==> src/rtl/rts_pkg.sv <==
// ----------------------------------------------------------------------------
// rts_pkg
// Shared types and constants of the rate task scheduler: field widths,
// register map, reset values and the controller/datapath handshake structs.
// ----------------------------------------------------------------------------
package rts_pkg;

    // field widths
    localparam int N_TASKS_DEF = 4;
    localparam int TASK_IDX_W  = 2;
    localparam int RATE_W      = 16;
    localparam int TIME_W      = 32;

    // configuration port
    localparam int PADDR_W     = 5;
    localparam int PDATA_W     = 64;
    localparam int REG_SEL_LSB = 3;
    localparam int REG_SEL_W   = PADDR_W - REG_SEL_LSB;

    localparam logic [REG_SEL_W-1:0] REG_LOOP_RATE  = REG_SEL_W'(0);
    localparam logic [REG_SEL_W-1:0] REG_TASK_RATES = REG_SEL_W'(1);
    localparam logic [REG_SEL_W-1:0] REG_TASK_MAX   = REG_SEL_W'(2);

    // reset values: 400 Hz loop, tasks at 50/100/200/400 Hz,
    // limits of 100/500/200/200 us
    localparam logic [RATE_W-1:0]  LOOP_RATE_RST  = 16'd400;
    localparam logic [PDATA_W-1:0] TASK_RATES_RST = 64'd112590849684275250;
    localparam logic [PDATA_W-1:0] TASK_MAX_RST   = 64'd56295854368358500;

    // commands from the controller to the datapath
    typedef struct packed {
        logic calc_clear;
        logic div_start;
        logic div_store;
        logic accept;
        logic exec;
        logic scan_step;
        logic load_out;
    } rts_cmd_t;

    // status from the datapath to the controller
    typedef struct packed {
        logic div_done;
        logic calc_last;
        logic exec_to_scan;
        logic scan_stop;
        logic out_free;
    } rts_status_t;

endpackage

==> src/rtl/rate_task_scheduler.sv <==
// ----------------------------------------------------------------------------
// rate_task_scheduler
// Rate-based cooperative scheduler for up to four tasks: tick items grant
// the first due task, finished items record the run, check overrun and
// either end the tick or continue the scan with the following tasks.
// ----------------------------------------------------------------------------
//
//   port group   direction   handshake         payload
//   s_*          in          s_valid/s_ready   mode, budget_us, time_taken_us
//   m_*          out         m_valid/m_ready   grant_valid, grant_task,
//                                              overrun, tick_done, budget_left
//   apb          in/out      psel/penable      loop_rate, task_rates,
//                                              task_max_times
//
// From acceptance to result an item goes through capture, execute, a scan
// that checks one task per step and stops on a due task or past the last,
// and load; a finish that ends the tick or finds no grant skips the scan.
// The output register frees the next item to enter while a result waits; a
// result that cannot enter the output register holds the block in place.
// After reset and after each write of loop_rate or task_rates seen while
// idle or during a rebuild, the interval table is rebuilt by a 16-step
// divider, task by task, with s_ready low.
// Reset is synchronous, active low.
//
module rate_task_scheduler import rts_pkg::*; #(
    parameter int N_TASKS = N_TASKS_DEF
) (
    input  logic                  aclk,
    input  logic                  aresetn,
    // configuration port
    input  logic                  psel,
    input  logic                  penable,
    input  logic                  pwrite,
    input  logic [PADDR_W-1:0]    paddr,
    input  logic [PDATA_W-1:0]    pwdata,
    output logic [PDATA_W-1:0]    prdata,
    output logic                  pready,
    // input items
    input  logic                  s_valid,
    output logic                  s_ready,
    input  logic                  s_mode,
    input  logic [TIME_W-1:0]     s_budget_us,
    input  logic [TIME_W-1:0]     s_time_taken_us,
    // result items
    output logic                  m_valid,
    input  logic                  m_ready,
    output logic                  m_grant_valid,
    output logic [TASK_IDX_W-1:0] m_grant_task,
    output logic                  m_overrun,
    output logic                  m_tick_done,
    output logic [TIME_W-1:0]     m_budget_left
);

    logic [RATE_W-1:0]  loop_rate;
    logic [PDATA_W-1:0] task_rates;
    logic [PDATA_W-1:0] task_max_times;
    logic               rate_wr;
    rts_cmd_t           cmd;
    rts_status_t        status;

    // no wait states on the configuration port
    assign pready = 1'b1;

    rts_regs u_regs (
        .aclk           (aclk),
        .aresetn        (aresetn),
        .psel           (psel),
        .penable        (penable),
        .pwrite         (pwrite),
        .paddr          (paddr),
        .pwdata         (pwdata),
        .prdata         (prdata),
        .loop_rate      (loop_rate),
        .task_rates     (task_rates),
        .task_max_times (task_max_times),
        .rate_wr        (rate_wr)
    );

    rts_ctrl u_ctrl (
        .aclk    (aclk),
        .aresetn (aresetn),
        .s_valid (s_valid),
        .s_ready (s_ready),
        .rate_wr (rate_wr),
        .status  (status),
        .cmd     (cmd)
    );

    rts_dp #(
        .N_TASKS (N_TASKS)
    ) u_dp (
        .aclk            (aclk),
        .aresetn         (aresetn),
        .cmd             (cmd),
        .status          (status),
        .loop_rate       (loop_rate),
        .task_rates      (task_rates),
        .task_max_times  (task_max_times),
        .s_mode          (s_mode),
        .s_budget_us     (s_budget_us),
        .s_time_taken_us (s_time_taken_us),
        .m_ready         (m_ready),
        .m_valid         (m_valid),
        .m_grant_valid   (m_grant_valid),
        .m_grant_task    (m_grant_task),
        .m_overrun       (m_overrun),
        .m_tick_done     (m_tick_done),
        .m_budget_left   (m_budget_left)
    );

endmodule

==> src/rtl/rts_regs.sv <==
// ----------------------------------------------------------------------------
// rts_regs
// Configuration register file behind the APB-style port: loop rate, packed
// task rates and packed overrun limits. Flags writes that change intervals.
// ----------------------------------------------------------------------------
module rts_regs import rts_pkg::*; (
    input  logic                  aclk,
    input  logic                  aresetn,
    input  logic                  psel,
    input  logic                  penable,
    input  logic                  pwrite,
    input  logic [PADDR_W-1:0]    paddr,
    input  logic [PDATA_W-1:0]    pwdata,
    output logic [PDATA_W-1:0]    prdata,
    output logic [RATE_W-1:0]     loop_rate,
    output logic [PDATA_W-1:0]    task_rates,
    output logic [PDATA_W-1:0]    task_max_times,
    output logic                  rate_wr
);

    logic [RATE_W-1:0]    loop_rate_reg, loop_rate_next;
    logic [PDATA_W-1:0]   task_rates_reg, task_rates_next;
    logic [PDATA_W-1:0]   task_max_reg, task_max_next;
    logic [REG_SEL_W-1:0] reg_sel;
    logic                 wr_en;

    assign reg_sel = paddr[PADDR_W-1:REG_SEL_LSB];
    assign wr_en   = psel & penable & pwrite;

    // register writes
    always_comb begin
        loop_rate_next  = loop_rate_reg;
        task_rates_next = task_rates_reg;
        task_max_next   = task_max_reg;
        if (wr_en) begin
            case (reg_sel)
                REG_LOOP_RATE:  loop_rate_next  = pwdata[RATE_W-1:0];
                REG_TASK_RATES: task_rates_next = pwdata;
                REG_TASK_MAX:   task_max_next   = pwdata;
                default: ;
            endcase
        end
    end

    always_ff @(posedge aclk) begin
        if (!aresetn) begin
            loop_rate_reg  <= LOOP_RATE_RST;
            task_rates_reg <= TASK_RATES_RST;
            task_max_reg   <= TASK_MAX_RST;
        end else begin
            loop_rate_reg  <= loop_rate_next;
            task_rates_reg <= task_rates_next;
            task_max_reg   <= task_max_next;
        end
    end

    // read mux
    always_comb begin
        case (reg_sel)
            REG_LOOP_RATE:  prdata = {{(PDATA_W-RATE_W){1'b0}}, loop_rate_reg};
            REG_TASK_RATES: prdata = task_rates_reg;
            REG_TASK_MAX:   prdata = task_max_reg;
            default:        prdata = '0;
        endcase
    end

    // a write that changes any interval
    assign rate_wr = wr_en && (reg_sel inside {REG_LOOP_RATE, REG_TASK_RATES});

    assign loop_rate      = loop_rate_reg;
    assign task_rates     = task_rates_reg;
    assign task_max_times = task_max_reg;

endmodule

==> src/rtl/rts_div.sv <==
// ----------------------------------------------------------------------------
// rts_div
// Iterative restoring divider, one quotient bit per cycle, for the 16-bit
// loop rate over a 16-bit task rate. Pulses done with the quotient ready.
// ----------------------------------------------------------------------------
module rts_div import rts_pkg::*; (
    input  logic              aclk,
    input  logic              aresetn,
    input  logic              start,
    input  logic [RATE_W-1:0] dividend,
    input  logic [RATE_W-1:0] divisor,
    output logic              done,
    output logic [RATE_W-1:0] quotient
);

    localparam int DCNT_W = $clog2(RATE_W);
    localparam logic [DCNT_W-1:0] CNT_LAST = DCNT_W'(RATE_W - 1);

    logic              busy_reg, busy_next;
    logic              done_reg, done_next;
    logic [DCNT_W-1:0] cnt_reg, cnt_next;
    logic [RATE_W-1:0] rem_reg, rem_next;
    logic [RATE_W-1:0] quo_reg, quo_next;
    logic [RATE_W-1:0] dvs_reg, dvs_next;
    logic [RATE_W:0]   rem_sh;
    logic [RATE_W:0]   rem_diff;
    logic              fits;

    // one restoring step
    assign rem_sh   = {rem_reg, quo_reg[RATE_W-1]};
    assign rem_diff = rem_sh - {1'b0, dvs_reg};
    assign fits     = rem_sh >= {1'b0, dvs_reg};

    always_comb begin
        busy_next = busy_reg;
        done_next = 1'b0;
        cnt_next  = cnt_reg;
        rem_next  = rem_reg;
        quo_next  = quo_reg;
        dvs_next  = dvs_reg;
        if (start) begin
            busy_next = 1'b1;
            cnt_next  = '0;
            rem_next  = '0;
            quo_next  = dividend;
            dvs_next  = divisor;
        end else if (busy_reg) begin
            rem_next = fits ? rem_diff[RATE_W-1:0] : rem_sh[RATE_W-1:0];
            quo_next = {quo_reg[RATE_W-2:0], fits};
            cnt_next = cnt_reg + DCNT_W'(1);
            if (cnt_reg == CNT_LAST) begin
                busy_next = 1'b0;
                done_next = 1'b1;
            end
        end
    end

    always_ff @(posedge aclk) begin
        if (!aresetn) begin
            busy_reg <= 1'b0;
            done_reg <= 1'b0;
            cnt_reg  <= '0;
        end else begin
            busy_reg <= busy_next;
            done_reg <= done_next;
            cnt_reg  <= cnt_next;
        end
    end

    always_ff @(posedge aclk) begin
        rem_reg <= rem_next;
        quo_reg <= quo_next;
        dvs_reg <= dvs_next;
    end

    assign done     = done_reg;
    assign quotient = quo_reg;

endmodule

==> src/rtl/rts_dp.sv <==
// ----------------------------------------------------------------------------
// rts_dp
// Scheduler datapath: tick count, last-run ticks, budget, grant state,
// interval table fed by the divider, the one-task-per-cycle scan and the
// result output register.
// ----------------------------------------------------------------------------
module rts_dp import rts_pkg::*; #(
    parameter int N_TASKS = N_TASKS_DEF
) (
    input  logic                  aclk,
    input  logic                  aresetn,
    input  rts_cmd_t              cmd,
    output rts_status_t           status,
    input  logic [RATE_W-1:0]     loop_rate,
    input  logic [PDATA_W-1:0]    task_rates,
    input  logic [PDATA_W-1:0]    task_max_times,
    input  logic                  s_mode,
    input  logic [TIME_W-1:0]     s_budget_us,
    input  logic [TIME_W-1:0]     s_time_taken_us,
    input  logic                  m_ready,
    output logic                  m_valid,
    output logic                  m_grant_valid,
    output logic [TASK_IDX_W-1:0] m_grant_task,
    output logic                  m_overrun,
    output logic                  m_tick_done,
    output logic [TIME_W-1:0]     m_budget_left
);

    localparam int TIDX_W = (N_TASKS > 1) ? $clog2(N_TASKS) : 1;
    localparam int CNT_W  = $clog2(N_TASKS + 1);

    // scheduler state
    logic [TIME_W-1:0]     tick_reg, tick_next;
    logic [TIME_W-1:0]     prev_run_reg [N_TASKS];
    logic [TIME_W-1:0]     prev_run_next [N_TASKS];
    logic [TIME_W-1:0]     budget_reg, budget_next;
    logic [TASK_IDX_W-1:0] cur_reg, cur_next;
    logic                  pend_reg, pend_next;
    logic [RATE_W-1:0]     interval_reg [N_TASKS];
    logic [RATE_W-1:0]     interval_next [N_TASKS];
    logic [TIDX_W-1:0]     calc_idx_reg, calc_idx_next;
    logic [CNT_W-1:0]      scan_idx_reg, scan_idx_next;

    // latched item and result
    logic                  item_mode_reg, item_mode_next;
    logic [TIME_W-1:0]     item_budget_reg, item_budget_next;
    logic [TIME_W-1:0]     item_taken_reg, item_taken_next;
    logic                  res_grant_reg, res_grant_next;
    logic                  res_over_reg, res_over_next;

    // output register
    logic                  m_valid_reg, m_valid_next;
    logic                  m_grant_reg, m_grant_next;
    logic [TASK_IDX_W-1:0] m_task_reg, m_task_next;
    logic                  m_over_reg, m_over_next;
    logic [TIME_W-1:0]     m_budget_reg, m_budget_next;

    // divider and scan helpers
    logic [RATE_W-1:0]     rate_sel;
    logic [RATE_W-1:0]     div_quo;
    logic                  div_done;
    logic [RATE_W-1:0]     interval_new;
    logic [TIDX_W-1:0]     fin_idx;
    logic [RATE_W-1:0]     max_sel;
    logic                  exhausted;
    logic [TIDX_W-1:0]     scan_sel;
    logic                  scan_end;
    logic [TIME_W-1:0]     since_run;
    logic                  scan_hit;

    rts_div u_div (
        .aclk     (aclk),
        .aresetn  (aresetn),
        .start    (cmd.div_start),
        .dividend (loop_rate),
        .divisor  (rate_sel),
        .done     (div_done),
        .quotient (div_quo)
    );

    // interval of the task under calculation, never below one
    assign rate_sel     = task_rates[RATE_W*calc_idx_reg +: RATE_W];
    assign interval_new = (rate_sel == '0 || div_quo == '0) ? RATE_W'(1) : div_quo;

    // finish of the granted task
    assign fin_idx   = cur_reg[TIDX_W-1:0];
    assign max_sel   = task_max_times[RATE_W*cur_reg +: RATE_W];
    assign exhausted = item_taken_reg >= budget_reg;

    // due check of one task
    assign scan_sel  = scan_idx_reg[TIDX_W-1:0];
    assign scan_end  = scan_idx_reg >= CNT_W'(N_TASKS);
    assign since_run = tick_reg - prev_run_reg[scan_sel];
    assign scan_hit  = since_run >= {{(TIME_W-RATE_W){1'b0}}, interval_reg[scan_sel]};

    assign status.div_done     = div_done;
    assign status.calc_last    = calc_idx_reg == TIDX_W'(N_TASKS - 1);
    assign status.exec_to_scan = !item_mode_reg || (pend_reg && !exhausted);
    assign status.scan_stop    = scan_end || scan_hit;
    assign status.out_free     = !m_valid_reg || m_ready;

    always_comb begin
        tick_next        = tick_reg;
        prev_run_next    = prev_run_reg;
        budget_next      = budget_reg;
        cur_next         = cur_reg;
        pend_next        = pend_reg;
        interval_next    = interval_reg;
        calc_idx_next    = calc_idx_reg;
        scan_idx_next    = scan_idx_reg;
        item_mode_next   = item_mode_reg;
        item_budget_next = item_budget_reg;
        item_taken_next  = item_taken_reg;
        res_grant_next   = res_grant_reg;
        res_over_next    = res_over_reg;
        m_valid_next     = m_valid_reg;
        m_grant_next     = m_grant_reg;
        m_task_next      = m_task_reg;
        m_over_next      = m_over_reg;
        m_budget_next    = m_budget_reg;

        // interval table fill
        if (cmd.calc_clear) begin
            calc_idx_next = '0;
        end else if (cmd.div_store) begin
            interval_next[calc_idx_reg] = interval_new;
            calc_idx_next = status.calc_last ? '0 : calc_idx_reg + TIDX_W'(1);
        end

        // capture the item
        if (cmd.accept) begin
            item_mode_next   = s_mode;
            item_budget_next = s_budget_us;
            item_taken_next  = s_time_taken_us;
        end

        // first step of the item
        if (cmd.exec) begin
            res_over_next  = 1'b0;
            res_grant_next = 1'b0;
            if (!item_mode_reg) begin
                tick_next     = tick_reg + TIME_W'(1);
                budget_next   = item_budget_reg;
                scan_idx_next = '0;
            end else if (pend_reg) begin
                prev_run_next[fin_idx] = tick_reg;
                res_over_next = item_taken_reg > {{(TIME_W-RATE_W){1'b0}}, max_sel};
                if (exhausted) begin
                    budget_next = '0;
                    pend_next   = 1'b0;
                end else begin
                    budget_next   = budget_reg - item_taken_reg;
                    scan_idx_next = CNT_W'({1'b0, cur_reg} + 3'd1);
                end
            end
        end

        // one task per cycle
        if (cmd.scan_step) begin
            if (scan_end) begin
                pend_next      = 1'b0;
                res_grant_next = 1'b0;
            end else if (scan_hit) begin
                cur_next       = TASK_IDX_W'(scan_sel);
                pend_next      = 1'b1;
                res_grant_next = 1'b1;
            end else begin
                scan_idx_next = scan_idx_reg + CNT_W'(1);
            end
        end

        // output register
        if (cmd.load_out) begin
            m_valid_next  = 1'b1;
            m_grant_next  = res_grant_reg;
            m_task_next   = res_grant_reg ? cur_reg : '0;
            m_over_next   = res_over_reg;
            m_budget_next = budget_reg;
        end else if (m_ready) begin
            m_valid_next = 1'b0;
        end
    end

    always_ff @(posedge aclk) begin
        if (!aresetn) begin
            tick_reg     <= '0;
            budget_reg   <= '0;
            cur_reg      <= '0;
            pend_reg     <= 1'b0;
            calc_idx_reg <= '0;
            scan_idx_reg <= '0;
            m_valid_reg  <= 1'b0;
            for (int i = 0; i < N_TASKS; i++) begin
                prev_run_reg[i] <= '0;
            end
        end else begin
            tick_reg      <= tick_next;
            budget_reg    <= budget_next;
            cur_reg       <= cur_next;
            pend_reg      <= pend_next;
            calc_idx_reg  <= calc_idx_next;
            scan_idx_reg  <= scan_idx_next;
            m_valid_reg   <= m_valid_next;
            prev_run_reg  <= prev_run_next;
        end
    end

    always_ff @(posedge aclk) begin
        interval_reg    <= interval_next;
        item_mode_reg   <= item_mode_next;
        item_budget_reg <= item_budget_next;
        item_taken_reg  <= item_taken_next;
        res_grant_reg   <= res_grant_next;
        res_over_reg    <= res_over_next;
        m_grant_reg     <= m_grant_next;
        m_task_reg      <= m_task_next;
        m_over_reg      <= m_over_next;
        m_budget_reg    <= m_budget_next;
    end

    assign m_valid       = m_valid_reg;
    assign m_grant_valid = m_grant_reg;
    assign m_grant_task  = m_task_reg;
    assign m_overrun     = m_over_reg;
    assign m_tick_done   = !m_grant_reg;
    assign m_budget_left = m_budget_reg;

endmodule

==> src/rtl/rts_ctrl.sv <==
// ----------------------------------------------------------------------------
// rts_ctrl
// Scheduler controller: sequences the interval table fill after reset and
// after rate writes between items, then capture, execution, scan, hand-off.
// ----------------------------------------------------------------------------
module rts_ctrl import rts_pkg::*; (
    input  logic        aclk,
    input  logic        aresetn,
    input  logic        s_valid,
    output logic        s_ready,
    input  logic        rate_wr,
    input  rts_status_t status,
    output rts_cmd_t    cmd
);

    typedef enum logic [5:0] {
        ST_CALC_START = 6'b000001,
        ST_CALC_WAIT  = 6'b000010,
        ST_IDLE       = 6'b000100,
        ST_EXEC       = 6'b001000,
        ST_SCAN       = 6'b010000,
        ST_FINISH     = 6'b100000
    } rts_state_t;

    rts_state_t state_reg, state_next;

    always_comb begin
        state_next = state_reg;
        cmd        = '0;
        s_ready    = 1'b0;
        case (state_reg)
            // start one division
            ST_CALC_START: begin
                cmd.div_start = 1'b1;
                if (rate_wr) begin
                    cmd.calc_clear = 1'b1;
                end else begin
                    state_next = ST_CALC_WAIT;
                end
            end
            // store the interval, move to the next task
            ST_CALC_WAIT: begin
                if (rate_wr) begin
                    cmd.calc_clear = 1'b1;
                    state_next     = ST_CALC_START;
                end else if (status.div_done) begin
                    cmd.div_store = 1'b1;
                    state_next    = status.calc_last ? ST_IDLE : ST_CALC_START;
                end
            end
            // wait for an item
            ST_IDLE: begin
                s_ready = !rate_wr;
                if (rate_wr) begin
                    cmd.calc_clear = 1'b1;
                    state_next     = ST_CALC_START;
                end else if (s_valid) begin
                    cmd.accept = 1'b1;
                    state_next = ST_EXEC;
                end
            end
            ST_EXEC: begin
                cmd.exec   = 1'b1;
                state_next = status.exec_to_scan ? ST_SCAN : ST_FINISH;
            end
            ST_SCAN: begin
                cmd.scan_step = 1'b1;
                if (status.scan_stop) begin
                    state_next = ST_FINISH;
                end
            end
            // hand the result to the output register
            ST_FINISH: begin
                if (status.out_free) begin
                    cmd.load_out = 1'b1;
                    state_next   = ST_IDLE;
                end
            end
            default: begin
                state_next = ST_CALC_START;
            end
        endcase
    end

    always_ff @(posedge aclk) begin
        if (!aresetn) begin
            state_reg <= ST_CALC_START;
        end else begin
            state_reg <= state_next;
        end
    end

endmodule

==> config.mk <==
export PLATFORM = sky130hd
export DESIGN_NAME = rate_task_scheduler
export DESIGN_NICKNAME = d
export VERILOG_FILES = /design/src/rtl/rts_pkg.sv /design/src/rtl/rate_task_scheduler.sv /design/src/rtl/rts_regs.sv /design/src/rtl/rts_div.sv /design/src/rtl/rts_dp.sv /design/src/rtl/rts_ctrl.sv
export SDC_FILE = /design/constraint.sdc
export NUM_CORES = 1
export LEC_CHECK = 0
export BUFFER_PORTS_ARGS = -buffer_cell sky130_fd_sc_hd__buf_2
export CAP_MARGIN = 40
export CORE_UTILIZATION = 25
export DETAILED_ROUTE_END_ITERATION = 12
export GPL_TIMING_DRIVEN = 0
export PLACE_DENSITY = 0.51
export SLEW_MARGIN = 30
export SYNTH_ARGS = -nofsm -noshare
export SYNTH_HDL_FRONTEND = slang
export SYNTH_SLANG_ARGS = --single-unit
==> constraint.sdc <==
create_clock -name aclk -period 6.4 [get_ports aclk]
set_clock_uncertainty 0.05 [all_clocks]
set_input_delay 0 -clock aclk [delete_from_list [all_inputs] [get_ports aclk]]
set_output_delay 0 -clock aclk [all_outputs]
set_load 0.01 [all_outputs]
==> impl_results.md <==
* Status: complete, no violations
* Tmin final at between 6 and 7 ns
* Post-synth EDFFs at 198
* Layout area overhead at 24.4%
* Max-Cap Viols at 0
* Crit share post-route at 0.951
* Most frequent cells in the layout: 711 x nand2_1, 374 x dfxtp_1, 258 x buf_2
* Power, Total at 8.87 mW
* Row cnt at 124
* Clock transition at path regs at 0.07 ns
* Util after Layout at 0.315
* Worst-Skew Late Latency at 0.63 ns
* YS warnings at 0
* RSZ-0062 raised after global routing: no
* Synth Area per Inst at 9.59 sq um
* Vias in the first global route at 23600
* Max Slew Vio Count at 0
* Max FFs per register at between 100 and 150
* Clock sinks at 572
* Core ar. at 115000 sq um
* Fill count at 12000
* VDD IR max at 0.000154 V
* Nets at 3768
* CTS Buf Count at between 60 and 70
* Crit Path Max Fanout at 10
* Synth Register Bits at 572
* DRT Pass-1 Iters at 5
* HP Class: in2reg
* Ports at 245
* Placement Cell Area at 32400 sq um
* Share of cells above drive strength 1 at 0.142
* Setup violators final at 0
* Initial antenna violation count at 8
* CP Launch Type: flop
* Slew HR at 0.385
* Starting density of the core at 0.253
* Die Y at 343 um
* Avg WL per Cell at 20.1 um
* Fraction of registers with async set/reset at 0
* Number of port buffers at around 240
* CP Data Arrival Time at about 6.6 ns
* Detail Route Antenna Nets at 0
* Leakage power at ~14 nW
* Synth cell types at 77
* Non-Filler Instances at between 5000 and 6000
* Clock Tree Buf Depth at 3
* Fin Hold WS at about 0.039 ns
* Synthesized Nets at 3298
* Die width at 343 um
* Crit path required time at 6.91 ns
* DR iter-0 viols at 1760
* Placed Instances at 4796
* Top_reg_cell synth: dfxtp_1
* DP HPWL at 77.0 mm
* Worst slew pin tran at roughly 0.92 ns
* GRT Resource Usage Total at 0.170
* DRC at 0
* Crit end category: flop
* P per Cell Area at approximately 250 nW/um^2
* Design Area, Final at between 30000 and 40000 sq um
* WS Path Type: reg2reg
* Drt total wl at approximately 100 mm
* Cell area after synthesis at 29100 sq um
* Most common cell after layout, fill and taps aside: nand2_1
* Clock root buffer: clkbuf_16
* Vias per Instance at ~4.8
* Max Fclk at 164 MHz
* Post-synthesis sequential area ratio at 0.462
* Routability cong. at 0.891
* CTS tree: built
* Cells after Synth at just over 3000
* Die Area at 118000 sq um
* Count of final hold-check violations at 0
* Vias at around 24000
* Largest net degree at the start of global routing at 38
* Grt total ovfl at 0
* Max H-tree Level at 3
* First-pass GRT wire length at 151 mm
## synthesized netlist by cell type, types with 18 or more instances
library cell,n,area (sq um)
nand2_1,711,2670
dfxtp_1,374,7490
a21boi_0,254,1910
edfxtp_1,198,5950
clkbuf_1,163,612
inv_1,148,556
ha_1,125,1560
o21ai_0,95,475
a21oi_1,92,460
nand3_1,85,425
mux4_2,80,1800
xnor2_1,65,569
nor2_1,54,203
a22o_1,49,429
a21o_1,41,308
and2_1,39,244
and3_1,35,219
mux2i_1,33,330
nor2b_1,33,206
nand2b_1,31,194
nand4_1,27,169
xor2_1,25,219
o211a_1,22,220
nor3_1,21,105
o211ai_1,21,158
nor4_1,20,125
a31oi_1,19,119
o21a_1,19,143
buf_2,18,90.1
## per-stage QoR
step / TNS (ns) / worst slack (ns)
floorplan: 0 / 1.42
global placement: -4.70 / -0.597
detailed placement: -4.69 / -0.587
CTS: 0 / 0.0539
global route: 0 / 0.0142
finish: 0 / 0.313
## what timing repair did
item / 4_1_cts / 5_1_grt
pin swaps: 1 / 0
buffers inserted: 1 / 0
hold buffers: 143 / 0
endpoints found under the hold margin: 250 / 0
setup endpoints to repair: 9 / 9
resized for setup: 3 / 5
## worst max-delay path, cell delays in order, from the launching register on
cell,delay [ns]
dfxtp_1,0.33
clkbuf_2,0.19
clkbuf_4,0.26
clkbuf_4,0.31
mux4_2,0.34
ha_1,0.24
fa_1,0.42
nand2b_1,0.19
a21oi_1,0.23
o211ai_1,0.24
nor2b_1,0.21
xnor2_1,0.25
ha_1,0.31
a211oi_1,0.21
o21ai_0,0.13
nor3_1,0.36
nor4_1,0.15
nor4b_1,0.34
o211a_1,0.20
nand4_1,0.14
nor4_4,0.29
buf_4,0.21
and2_1,0.23
o211a_1,0.19
## worst paths after layout
| check | from | endpoint | slack, ns | cells past startpoint |
|---|---|---|---|---|
| max | u_dp.scan_idx_reg[1] | u_dp.scan_idx_reg[1] | 0.31 | 23 |
| min | s_budget_us[2] | u_dp.item_budget_reg[2] | 0.04 | 2 |
| max reg2reg | u_dp.scan_idx_reg[1] | u_dp.scan_idx_reg[1] | 0.31 | 23 |
| min reg2reg | u_dp.res_over_reg | u_dp.m_overrun | 0.40 | 0 |
## area by class of cell
cell class	instances	area, sq um	share of cell area
antenna	1	2.50	0.0000692
sequential	572	13400	0.372
timing repair buffer	402	2880	0.0795
clock inverter	42	526	0.0145
multi-input combinational	2111	14300	0.395
tap	1512	1890	0.0523
buffer	198	802	0.0222
clock buffer	79	1780	0.0493
inverter	148	556	0.0154
## report_power, final
group	leakage (nW)	switching [mW]	internal [mW]
logic	8.01	0.500	0.358
clock network	1.11	1.67	2.38
registers	4.77	0.0745	3.89
## layer usage
layer / part of all wire / up-vias / GRT usage
met3: 0.049 / 189 / 0.0243
li1: - / 11600 / -
met2: 0.45 / 748 / 0.270
met4: 0.042 / 4 / 0.0735
met1: 0.45 / 11600 / 0.228
met5: 0.00014 / - / 0
## cells by family (layout without fill, tap and decap cells)
kind of cell               Yosys count  in the layout  share of synthesized area
buffers and inverters              346            869                     0.0463
xor gates and xnor gates            90             90                     0.0271
adders and majority gates          128            128                     0.0559
other                                1              2                   0.000129
muxes                              116            116                     0.0746
and+or+nand+nor                   1104           1104                      0.170
DFF                                572            572                      0.462
AOI/OAI and AO/OA                  672            672                      0.163
No activity file was read; power rests on OpenSTA's default activity.
